`config.mk`:
```
export PLATFORM = sky130hd
export DESIGN_NAME = bqf_hist_mem
export DESIGN_NICKNAME = d
export VERILOG_FILES = /design/src/hdl/bqf_pkg.sv /design/src/hdl/bqf_hist_mem.sv
export SDC_FILE = /design/constraint.sdc
export NUM_CORES = 1
export LEC_CHECK = 0
export BUFFER_PORTS_ARGS = -buffer_cell sky130_fd_sc_hd__buf_2
export CAP_MARGIN = 10
export CORE_MARGIN = 2
export CORE_UTILIZATION = 40
export DETAILED_ROUTE_END_ITERATION = 10
export PLACE_DENSITY = 0.54
export SLEW_MARGIN = 25
export SYNTH_ARGS = -nofsm -noshare
export SYNTH_HDL_FRONTEND = slang
export SYNTH_SLANG_ARGS = --single-unit
```
`constraint.sdc`:
```
create_clock -name clk -period 4 [get_ports clk]
set_input_delay 0.2 -clock clk [delete_from_list [all_inputs] [get_ports clk]]
set_output_delay 0.2 -clock clk [all_outputs]
set_load 0.005 [all_outputs]
```
`src/hdl/bqf_pkg.sv`:
```
// Shared constants and types of the multichannel biquad filter.
`timescale 1ns / 1ps

package bqf_pkg;

    localparam int SAMPLE_BITS  = 24;
    localparam int COEF_BITS    = 24;
    localparam int COEF_FRAC    = 20;
    localparam int CH_BITS      = 3;
    localparam int CHANNELS     = 8;
    localparam int CFG_IDX_BITS = 3;
    localparam int PROD_BITS    = SAMPLE_BITS + COEF_BITS;
    localparam int ACC_BITS     = PROD_BITS + 3;

    // register indexes of the configuration port
    localparam logic [CFG_IDX_BITS-1:0] REG_B0 = CFG_IDX_BITS'(0);
    localparam logic [CFG_IDX_BITS-1:0] REG_B1 = CFG_IDX_BITS'(1);
    localparam logic [CFG_IDX_BITS-1:0] REG_B2 = CFG_IDX_BITS'(2);
    localparam logic [CFG_IDX_BITS-1:0] REG_A1 = CFG_IDX_BITS'(3);
    localparam logic [CFG_IDX_BITS-1:0] REG_A2 = CFG_IDX_BITS'(4);

    typedef logic signed [SAMPLE_BITS-1:0] sample_t;
    typedef logic signed [COEF_BITS-1:0]   coef_t;
    typedef logic signed [PROD_BITS-1:0]   prod_t;
    typedef logic signed [ACC_BITS-1:0]    acc_t;
    typedef logic [CH_BITS-1:0]            chan_t;

    // unity gain in Q4.20
    localparam coef_t B0_RESET = COEF_BITS'(1 << COEF_FRAC);

    // per-channel history entry
    typedef struct packed {
        sample_t x1;
        sample_t x2;
        sample_t y1;
        sample_t y2;
    } hist_t;

endpackage

```
`src/hdl/bqf_hist_mem.sv`:
```
// Per-channel history memory: synchronous read, one write port, reset-to-zero via written bits.
`timescale 1ns / 1ps

module bqf_hist_mem (
    input  logic           clk,
    input  logic           rst_n,
    input  logic           rd_en,
    input  bqf_pkg::chan_t rd_addr,
    output bqf_pkg::hist_t rd_data,
    input  logic           wr_en,
    input  bqf_pkg::chan_t wr_addr,
    input  bqf_pkg::hist_t wr_data
);

    bqf_pkg::hist_t                 mem_reg [bqf_pkg::CHANNELS];
    logic [bqf_pkg::CHANNELS-1:0]   written_reg;
    bqf_pkg::hist_t                 rd_data_reg;
    logic                           rd_written_reg;

    always_ff @(posedge clk)
    begin
        if (wr_en)
        begin
            mem_reg[wr_addr] <= wr_data;
        end
        if (rd_en)
        begin
            rd_data_reg <= mem_reg[rd_addr];
        end
    end

    // entries never written read as zero history
    always_ff @(posedge clk or negedge rst_n)
    begin
        if (!rst_n)
        begin
            written_reg    <= '0;
            rd_written_reg <= 1'b0;
        end
        else
        begin
            if (wr_en)
            begin
                written_reg[wr_addr] <= 1'b1;
            end
            if (rd_en)
            begin
                rd_written_reg <= written_reg[rd_addr];
            end
        end
    end

    assign rd_data = rd_written_reg ? rd_data_reg : '0;

endmodule

```
Yosys cells after proc, flatten, opt, wreduce, memory -nomap -nowiden
Memory sizes are Yosys's and may differ from the RTL's. A register that Yosys moved wholly into a read port is not among the register bits.
Cells that the tools add are included.
{"block": "word_totals", "reg_bits": 9, "latch_bits": 0, "ramBits": 768, "rom_bits": 0, "inputBits": 106, "out_inout_bits": 96, "wordCells": 15, "n_memories": 1}
{"block": "op_classes", "addsub": 0, "mul": 0, "div_mod_pow": 0, "n_lt_le_gt_ge": 3, "eq_ne": 0, "shift": 0, "mux": 7, "bitwise": 1, "reduce_logical": 1}
{"name": "mem_reg", "words": 8, "word_bits": 96, "rd": 1, "rd_ports_with_merged_regs": 1, "wr": 1, "line_no": "bqf_hist_mem.sv:15", "text": "bqf_pkg::hist_t mem_reg [bqf_pkg::CHANNELS];"}
{"operator": "two-way mux 96 bit", "n": 1}
{"operator": "< comparator 3 x 4 -> 1 bit (second input constant)", "n": 2}
{"operator": "bitwise OR 8 bit", "n": 1}
{"operator": "two-way mux 1 bit", "n": 4}
{"operator": "binary-select mux 1 bit (select 3 bit)", "n": 1}
{"operator": "demux 1 bit (select 3 bit)", "n": 1}
{"operator": "greater-or-equal comparator 3 x 1 -> 1 bit (second input constant)", "n": 1}
{"operator": "logical AND 1 bit", "n": 1}

Longest topological paths before layout
Gate-level depths: netlist of run 1.
{"block": "depth", "ltp_word": 5, "ltp_mapped": 6, "depth_no_buf": 3}

Least setup slack after synthesis of run 1
No wires, ideal clock.
{"block": "synth_timing", "path_type": "in2reg", "from": "in wr_addr[0]", "to": "reg written_reg[0] (netlist bit)", "t_arrival_ns": 7.570, "path_slack_ns": -3.676, "cell_stages": 3, "path_buffers": 0, "cell_sequence": "nand2b_1 nor3_1 or2_2"}
{"block": "synth_via", "elab_chain_len": 5, "elab_cells_between_ends": 6, "classes_between": "order compare (2); mux (2); bitwise (1); reduce/logical (1)"}
{"item": "start, declared", "line_no": "bqf_hist_mem.sv:11", "text": "input bqf_pkg::chan_t wr_addr,"}
{"item": "< comparator 3 x 4 -> 1 bit (implied by the code) / greater-or-equal comparator 3 x 1 -> 1 bit (equally long branches)", "line_no": "bqf_hist_mem.sv:44", "text": "written_reg[wr_addr] <= 1'b1;"}
{"item": "logical AND 1 bit (implied by the code)", "line_no": "bqf_hist_mem.sv:44"}
{"item": "two-way mux 1 bit (implied by the code)", "line_no": "bqf_hist_mem.sv:44"}
{"item": "demux 1 bit (select 3 bit) *", "line_no": "bqf_hist_mem.sv:44"}
{"item": "bitwise OR 8 bit (no source line) *"}
{"item": "end signal, assigned", "line_no": "bqf_hist_mem.sv:37", "text": "written_reg <= '0;"}
{"item": "end signal, assigned by index", "line_no": "bqf_hist_mem.sv:44"}
{"item": "end, declared", "line_no": "bqf_hist_mem.sv:16", "text": "logic [bqf_pkg::CHANNELS-1:0] written_reg;"}
Mark *: on every way between the ends. The rest lies on a longest branch, timed or not.
A chain may end at the register's enable or synchronous reset.

==> impl_results.md, run 1 <==
* Result of the run: completed
* Average footprint of a synthesized cell at about 24 um2
* Final Net Count at 1825
* Via total after detailed routing at 14.9k
* Average via count per standard cell at approximately 5.2
* Number of synthesized flops with an enable pin at between 800 and 900
* Max-Slew Margin vs Limit at 0.334
* Post-route fraction of the period consumed by the critical path at 0.642
* Warnings, synthesis at 0
* Peak supply drop at 360 uV
* Count of different cell masters after synthesis at 18
* Wire length of the first global-routing pass at about 110000 um
* Clock sink count at between 800 and 900
* H-tree levels at 3
* Routability congestion estimate at 0.707
* Area used by multi-input combinational logic at 6250 um2
* Router iterations before antenna repair at 5
* Final Skew at roughly 13 ps
* Total routing usage reported by global routing at 0.171
* Number of flip-flops under the largest register name at between 700 and 800
* Number of nets in the synthesized netlist at around 1.5k
* Commonest cells in the synthesized netlist: 864 x sky130_fd_sc_hd__edfxtp_1, 193 x sky130_fd_sc_hd__mux4_2, 96 x sky130_fd_sc_hd__and2_1, 96 x sky130_fd_sc_hd__mux2_2, 29 x sky130_fd_sc_hd__clkbuf_1
* Cell with the most instances after synthesis: sky130_fd_sc_hd__edfxtp_1
* Unrepaired setup endpoints after global routing: no
* Root buffer selected by CTS: sky130_fd_sc_hd__clkbuf_16
* Primary flip-flop cell chosen by synthesis mapping: sky130_fd_sc_hd__edfxtp_1
* Total core area at 80800 um2
* Area share of the leading cell type in the synthesized netlist at 0.792
* Via count of the first global-routing pass at between 15k and 20k
* Cells after synthesis at 1349
* Worst-skew pair later-pin latency at about 630 ps
* Fin. max-slew vios at 0
* Cells resized by post-CTS repair at 0
* Cell type with the highest aggregate area in the netlist: sky130_fd_sc_hd__edfxtp_1
* Post-detail-place hpwl at 37400 um
* Max capacitance violation total at 0
* Data required, critical path at 3800 ps
* Area taken by flip-flops and latches at ~26000 um2
* Reg2reg start: rd_written_reg$_DFFE_PN0P_
* Largest fanout of any net on the critical path at 60
* DRC viols at 0
* FF+latch count, synth at just under 900
* Post-synthesis instance area at ~33000 um2
* Share of layout cells above drive strength 1 at 0.373
* TritonCTS clock tree: done
* Fin Hold WS at between 60 and 70 ps
* Hold WC Path Type: in -> async
* Maximum number of pins on one net before global-route repair at between 70 and 80
* Largest buffer count on any clock path at 3
* DR WL/cell at around 25 um
* Initial core utilization at 0.405
* Antenna viol nets, final at 0
* Overflow after GRT at 0
* Fmax at a little under 400 MHz
* Data arrival, critical path at around 2400 ps
* Number of fillers in the final layout at 6556
* Drt first-iter violations at roughly 1.1k
* Launch point of the critical path: rd_written_reg$_DFFE_PN0P_
* Min Clock Period, post-route at about 2600 ps
* Count of input and output buffers at 201
* Worst-Margin Slew at between 900 and 1000 ps
* Leakage power of the design at about 0.013 uW
* Sort of element at the end of the critical path: output port
* Initial antenna violation count at 9
* Power density cells at a little over 500 nW/um2
* Total clock buffers created by CTS at 94
* Post-route setup TNS at 0 ps
* FFs w/ async S/R, synth at 0.0103
* Placement row count at around 100
* Share of the yosys chip area belonging to registers at 0.799
* Count of endpoints failing setup in the final report at 0
* Width of the die at just under 300 um
* Die Footprint at about 84000 um2
* Total wire length after detailed routing at between 70000 and 80000 um
* IO Pins at roughly 200
* Type of origin of the critical path: register
* Worst Setup Path Type: reg -> out
* Count of endpoints failing hold in the final timing report at 0
* Clk slew on worst S/H paths at roughly 50 ps
* Area growth from synthesis to layout at 20.4%
* Die extent in y at roughly 290 um
* Dominant cells by area after synthesis: sky130_fd_sc_hd__edfxtp_1 79%, sky130_fd_sc_hd__mux4_2 13%, sky130_fd_sc_hd__mux2_2 3.3%
[where the power goes]
group	internal [uW]	switching (uW)	total (uW)
Sequential	10400	93.8	10500
Combinational	604	622	1230
Clock	5040	3450	8500
Total	16100	4170	20300
[routing by layer]
| layer | up-vias | part of all wire | GRT usage |
|---|---|---|---|
| met2 | 319 | 0.49 | 0.279 |
| met1 | 8041 | 0.45 | 0.242 |
| met4 | 14 | 0.015 | 0.0387 |
| li1 | 6406 | - | - |
| met3 | 106 | 0.045 | 0.0329 |
| met5 | - | 0.0012 | 0 |
[timing repair]
item                      CTS  global route
buffers inserted            0             0
hold endpoints to repair  777             0
hold buffers               97             0
[cells by family after synthesis]
kind of cell  share of synthesized area
simple gates                     0.0217
flops                             0.799
buf+inv                          0.0117
mux                               0.167
[critical path: stages, from the launching register on]
cell                      delay, ps
sky130_fd_sc_hd__dfrtp_4        970
sky130_fd_sc_hd__buf_12         320
sky130_fd_sc_hd__and2_1         280
sky130_fd_sc_hd__buf_2          150
[layout make-up]
class / instances / share of cell area
Antenna cell: 1 / 0.0000635
Clock buffer: 119 / 0.0642
Clock inverter: 56 / 0.0127
Inverter: 1 / 0.0000953
Multi-Input combinational cell: 411 / 0.159
Sequential cell: 873 / 0.664
Tap cell: 1060 / 0.0337
Timing Repair Buffer: 338 / 0.0663
[cells in the final DEF (no fill, tap or decap), drive strengths merged]
master / instances
edfxtp: 864
clkbuf: 120
dlygate4sd3: 97
clkinvlp: 3
or2: 8
dfrtp: 9
mux4: 193
inv: 3
bufinv: 9
nor3: 2
nor2: 6
clkinv: 42
diode: 1
and2: 96
nand2b: 3
nand2: 2
mux2i: 5
mux2: 96
buf: 240
[metrics by stage]
step	cells	worst slack, ps	util	power [uW]	instance area [um2]
3_5_place_dp	2585	1630	0.438	11900	35400
6_report	2859	1430	0.488	20300	39400
3_3_place_gp	2585	1640	0.438	11900	35400
5_1_grt	2859	1250	0.488	21000	39400
2_1_floorplan	1349	-986	-	11400	32800
4_1_cts	2857	1300	0.487	20500	39400
[worst paths after layout]
kind | to | cells past startpoint | slack (ps)
setup / recovery | rd_data[2] | 3 | 1430
hold / removal | written_reg[6]$_DFFE_PN0P_ | 2 | 60
setup reg to reg | rd_written_reg$_DFFE_PN0P_ | 3 | 2420
hold reg to reg | written_reg[1]$_DFFE_PN0P_ | 1 | 470
max in group asynchronous | rd_written_reg$_DFFE_PN0P_ | 2 | 3730
min in group clk | rd_data_reg[81]$_DFFE_PP_ | 1 | 210
No activity file was read; power rests on OpenSTA's default activity.
==> run 2: changes to the inputs <==
- ABC_AREA: default -> 1
- PLACE_DENSITY: 0.54 -> 0.56
- clock period: 4 -> 2.2 ns (I/O delays scaled with it)
==> run 2 against run 1 <==
  * Via count grew 40%
  * Design area grew 2.6%
  * Count of clock-buffer cells in the layout shrank 8
  * Critical endpoint is now rd_data[50]
  * Largest power group unchanged
==> impl_results.md, run 2 <==
* Data arrival, critical path at 1940 ps (was 2370 ps)
* Crit path largest cell delay at 660 ps (was 970 ps)
* Width of the die at 295 um (was 290 um)
* Post-layout power at 36200 uW (was 20300 uW)
* Clock sink count at 873 (unchanged)
* Count of endpoints failing hold in the final timing report at 0 (unchanged)
* Cells resized by post-CTS repair at 0 (unchanged)
* DRC viols at 0 (unchanged)
* Placement row count at 106 (was 104)
* Worst setup timing slack at the placement stage at 494 ps (was 1630 ps)
* Sort of element at the end of the critical path: output port (unchanged)
* FFs w/ async S/R, synth at 0.0103 (unchanged)
* Min Clock Period, post-route at 2050 ps
* H-tree levels at 3 (unchanged)
* Post-detail-place hpwl at 44400 um (was 37400 um)
* Overflow after GRT at 0 (unchanged)
* Drt first-iter violations at 1542 (was 1122)
* Worst-Margin Slew at 804 ps (was 997 ps)
* Warnings, synthesis at 0 (unchanged)
* Total wire length after detailed routing at 80400 um (was 71600 um)
* Number of nets in the synthesized netlist at 2728 (was 1455)
* Most common cell after layout, fill and taps aside: sky130_fd_sc_hd__edfxtp_1 (unchanged)
* Cells after synthesis at 2622 (was 1349)
* Number of flip-flops under the largest register name at 768 (unchanged)
* Antenna viol nets, final at 0 (unchanged)
* Max capacitance violation total at 0 (unchanged)
* Count of input and output buffers at 201 (unchanged)
* Power density cells at 895 nW/um2 (was 514 nW/um2)
* Average footprint of a synthesized cell at 12.9 um2 (was 24.3 um2)
* Final Net Count at 3028 (was 1825)
* Wire length of the first global-routing pass at 123000 um (was 106000 um)
* Hold WC Path Type: in -> reg (was in -> async)
* Share of the yosys chip area belonging to registers at 0.772 (was 0.799)
* Post-synthesis instance area at 33900 um2 (was 32700 um2)
* Worst-skew pair later-pin latency at 640 ps (was 630 ps)
* Die Footprint at 87000 um2 (was 84200 um2)
* Largest fanout of any net on the critical path at 51 (was 60)
* Crit path max-delay cell type: sky130_fd_sc_hd__dfrtp_4 (unchanged)
* Initial antenna violation count at 9 (unchanged)
* Post-route fraction of the period consumed by the critical path at 0.934
* Leakage power of the design at 0.0147 uW (was 0.0129 uW)
* FF+latch count, synth at 873 (unchanged)
* Primary flip-flop cell chosen by synthesis mapping: sky130_fd_sc_hd__edfxtp_1 (unchanged)
* Cell with the most instances after synthesis: sky130_fd_sc_hd__edfxtp_1 (unchanged)
* Worst Setup Path Type: reg -> out (unchanged)
* Via total after detailed routing at 20.9k (was 14.9k)
* Total clock buffers created by CTS at 89 (was 94)
* Commonest cells in the synthesized netlist: 864 x sky130_fd_sc_hd__edfxtp_1, 488 x sky130_fd_sc_hd__nor2_1, 400 x sky130_fd_sc_hd__nand2_1, 370 x sky130_fd_sc_hd__o21ai_0, 118 x sky130_fd_sc_hd__o21ai_1 (was 864 x sky130_fd_sc_hd__edfxtp_1, 193 x sky130_fd_sc_hd__mux4_2, 96 x sky130_fd_sc_hd__and2_1, 96 x sky130_fd_sc_hd__mux2_2, 29 x sky130_fd_sc_hd__clkbuf_1)
* Router iterations before antenna repair at 5 (unchanged)
* Via count of the first global-routing pass at 20.6k (was 16.1k)
* Initial core utilization at 0.404 (was 0.405)
* Fin. max-slew vios at 0 (unchanged)
* Number of buffers and inverters on the critical path at 3 (was 2)
* Die extent in y at 295 um (was 290 um)
* Max-Slew Margin vs Limit at 0.464 (was 0.334)
* Maximum number of pins on one net before global-route repair at 165 (was 75)
* Count of different cell masters after synthesis at 17 (was 18)
* Fin Hold WS at 35.3 ps (was 64.5 ps)
* PnR worst setup slack at 145 ps (was 1430 ps)
* Unrepaired setup endpoints after global routing: no (unchanged)
* Share of layout cells above drive strength 1 at 0.132 (was 0.373)
* Average via count per standard cell at 5.07 (was 5.21)
* Data required, critical path at 2090 ps (was 3800 ps)
* DR WL/cell at 19.5 um (was 25.1 um)
* Type of origin of the critical path: register (unchanged)
* Total routing usage reported by global routing at 0.185 (was 0.171)
* Area share of the leading cell type in the synthesized netlist at 0.766 (was 0.792)
* Number of synthesized flops with an enable pin at 864 (unchanged)
* Routability congestion estimate at 0.745 (was 0.707)
* Largest buffer count on any clock path at 3 (unchanged)
* Cells along the critical path: buf_12, nand2_1, inv_1, buf_2 (was buf_12, and2_1, buf_2)
* Peak supply drop at 584 uV (was 360 uV)
* Final Skew at 13.7 ps (was 12.8 ps)
* TritonCTS clock tree: done (unchanged)
* Result of the run: completed (unchanged)
* Commonest cells after routing, fill and taps aside: 864 x sky130_fd_sc_hd__edfxtp_1, 480 x sky130_fd_sc_hd__nor2_1, 399 x sky130_fd_sc_hd__nand2_1, 370 x sky130_fd_sc_hd__o21ai_0, 197 x sky130_fd_sc_hd__buf_2 (was 864 x sky130_fd_sc_hd__edfxtp_1, 197 x sky130_fd_sc_hd__buf_2, 193 x sky130_fd_sc_hd__mux4_2, 98 x sky130_fd_sc_hd__clkbuf_16, 97 x sky130_fd_sc_hd__dlygate4sd3_1)
* Post-route cell area at 40400 um2 (was 39400 um2)
* Cell type with the highest aggregate area in the netlist: sky130_fd_sc_hd__edfxtp_1 (unchanged)
* IO Pins at 202 (unchanged)
* Count of endpoints failing setup in the final report at 0 (unchanged)
* Clk slew on worst S/H paths at 60 ps (was 50 ps)
* Root buffer selected by CTS: sky130_fd_sc_hd__clkbuf_16 (unchanged)
* Total core area at 83800 um2 (was 80800 um2)
* Placed instance area at 36600 um2 (was 35400 um2)
* Fmax at 487 MHz
* Area growth from synthesis to layout at 19.3% (was 20.4%)
* Dominant cells by area after synthesis: sky130_fd_sc_hd__edfxtp_1 77%, sky130_fd_sc_hd__o21ai_0 5.5%, sky130_fd_sc_hd__nor2_1 5.4% (was sky130_fd_sc_hd__edfxtp_1 79%, sky130_fd_sc_hd__mux4_2 13%, sky130_fd_sc_hd__mux2_2 3.3%)
* Kind of cell with the highest combined delay on the critical path: flip-flops (unchanged)
run 2: cell types whose count changed after synthesis, sizes merged, moves of 5 or more:
cell | previous run | this run
o22ai | 0 | 96
or2 | 8 | 0
inv | 1 | 111
nand3 | 0 | 7
mux4 | 193 | 0
clkbuf | 29 | 80
nand2 | 2 | 400
nor2 | 6 | 488
mux2i | 5 | 0
buf | 35 | 79
and2 | 96 | 0
o21ai | 0 | 488
mux2 | 96 | 0
run 2: routing by layer:
metal,vias up,global-route usage,share of wire
li1,9870,-,-
met1,10400,0.251,0.44
met2,516,0.307,0.48
met3,107,0.0306,0.051
met4,14,0.0525,0.020
met5,-,0,0.0011
run 2: repair_timing:
item,4_1_cts,5_1_grt
endpoints found under the hold margin,790,0
hold buffers,103,0
buffers inserted,0,0
run 2: path summary, 6_finish.rpt:
kind / depth (start not counted) / start / to / slack (ps)
min: 4 / wr_addr[0] / written_reg[2]$_DFFE_PN0P_ / 40
min reg2reg: 2 / written_reg[0]$_DFFE_PN0P_ / written_reg[0]$_DFFE_PN0P_ / 460
max: 4 / rd_written_reg$_DFFE_PN0P_ / rd_data[50] / 150
max reg2reg: 6 / mem_reg[4][57]$_DFFE_PP_ / rd_data_reg[57]$_DFFE_PP_ / 1010
min in group asynchronous: 3 / rst_n / written_reg[2]$_DFFE_PN0P_ / 520
max in group asynchronous: 3 / rst_n / rd_written_reg$_DFFE_PN0P_ / 1310
run 2: where the power goes:
| part | internal (uW) | switching, uW |
|---|---|---|
| Sequential | 19000 | 177 |
| Combinational | 840 | 1580 |
| Clock | 8490 | 6110 |
| Total | 28300 | 7870 |
run 2: kinds of logic after synthesis:
kind of cell | Yosys count | synth area share
buffers and inverters | 270 | 0.0383
and+or+nand+nor | 895 | 0.0994
AOI/OAI and AO/OA | 584 | 0.0898
DFF | 873 | 0.772
run 2: final cells by class:
cell class                      count  area, um2
Antenna cell                        4       10.0
Clock buffer                      111       2350
Timing Repair Buffer              368       3130
Sequential cell                   873      26200
Inverter                          111        432
Fill cell                        7396      43400
Tap cell                         1134       1420
Clock inverter                     47        443
Multi-Input combinational cell   1479       6470
run 2: tightest hold or removal path, delay by kind of cell:
kind | cells | cell delay, ps
AND/OR/NAND/NOR | 1 | 240
buffers and inverters | 2 | 130
AO/OA/AOI/OAI | 1 | 120
run 2: through the flow:
step | std cells | setup TNS [ps] | utilization
6_report | 4127 | 0 | 0.482
5_1_grt | 4125 | 0 | 0.482
4_1_cts | 4123 | 0 | 0.482
3_5_place_dp | 3862 | 0 | 0.437
3_3_place_gp | 3862 | 0 | 0.437
2_1_floorplan | 2622 | -400280 | -
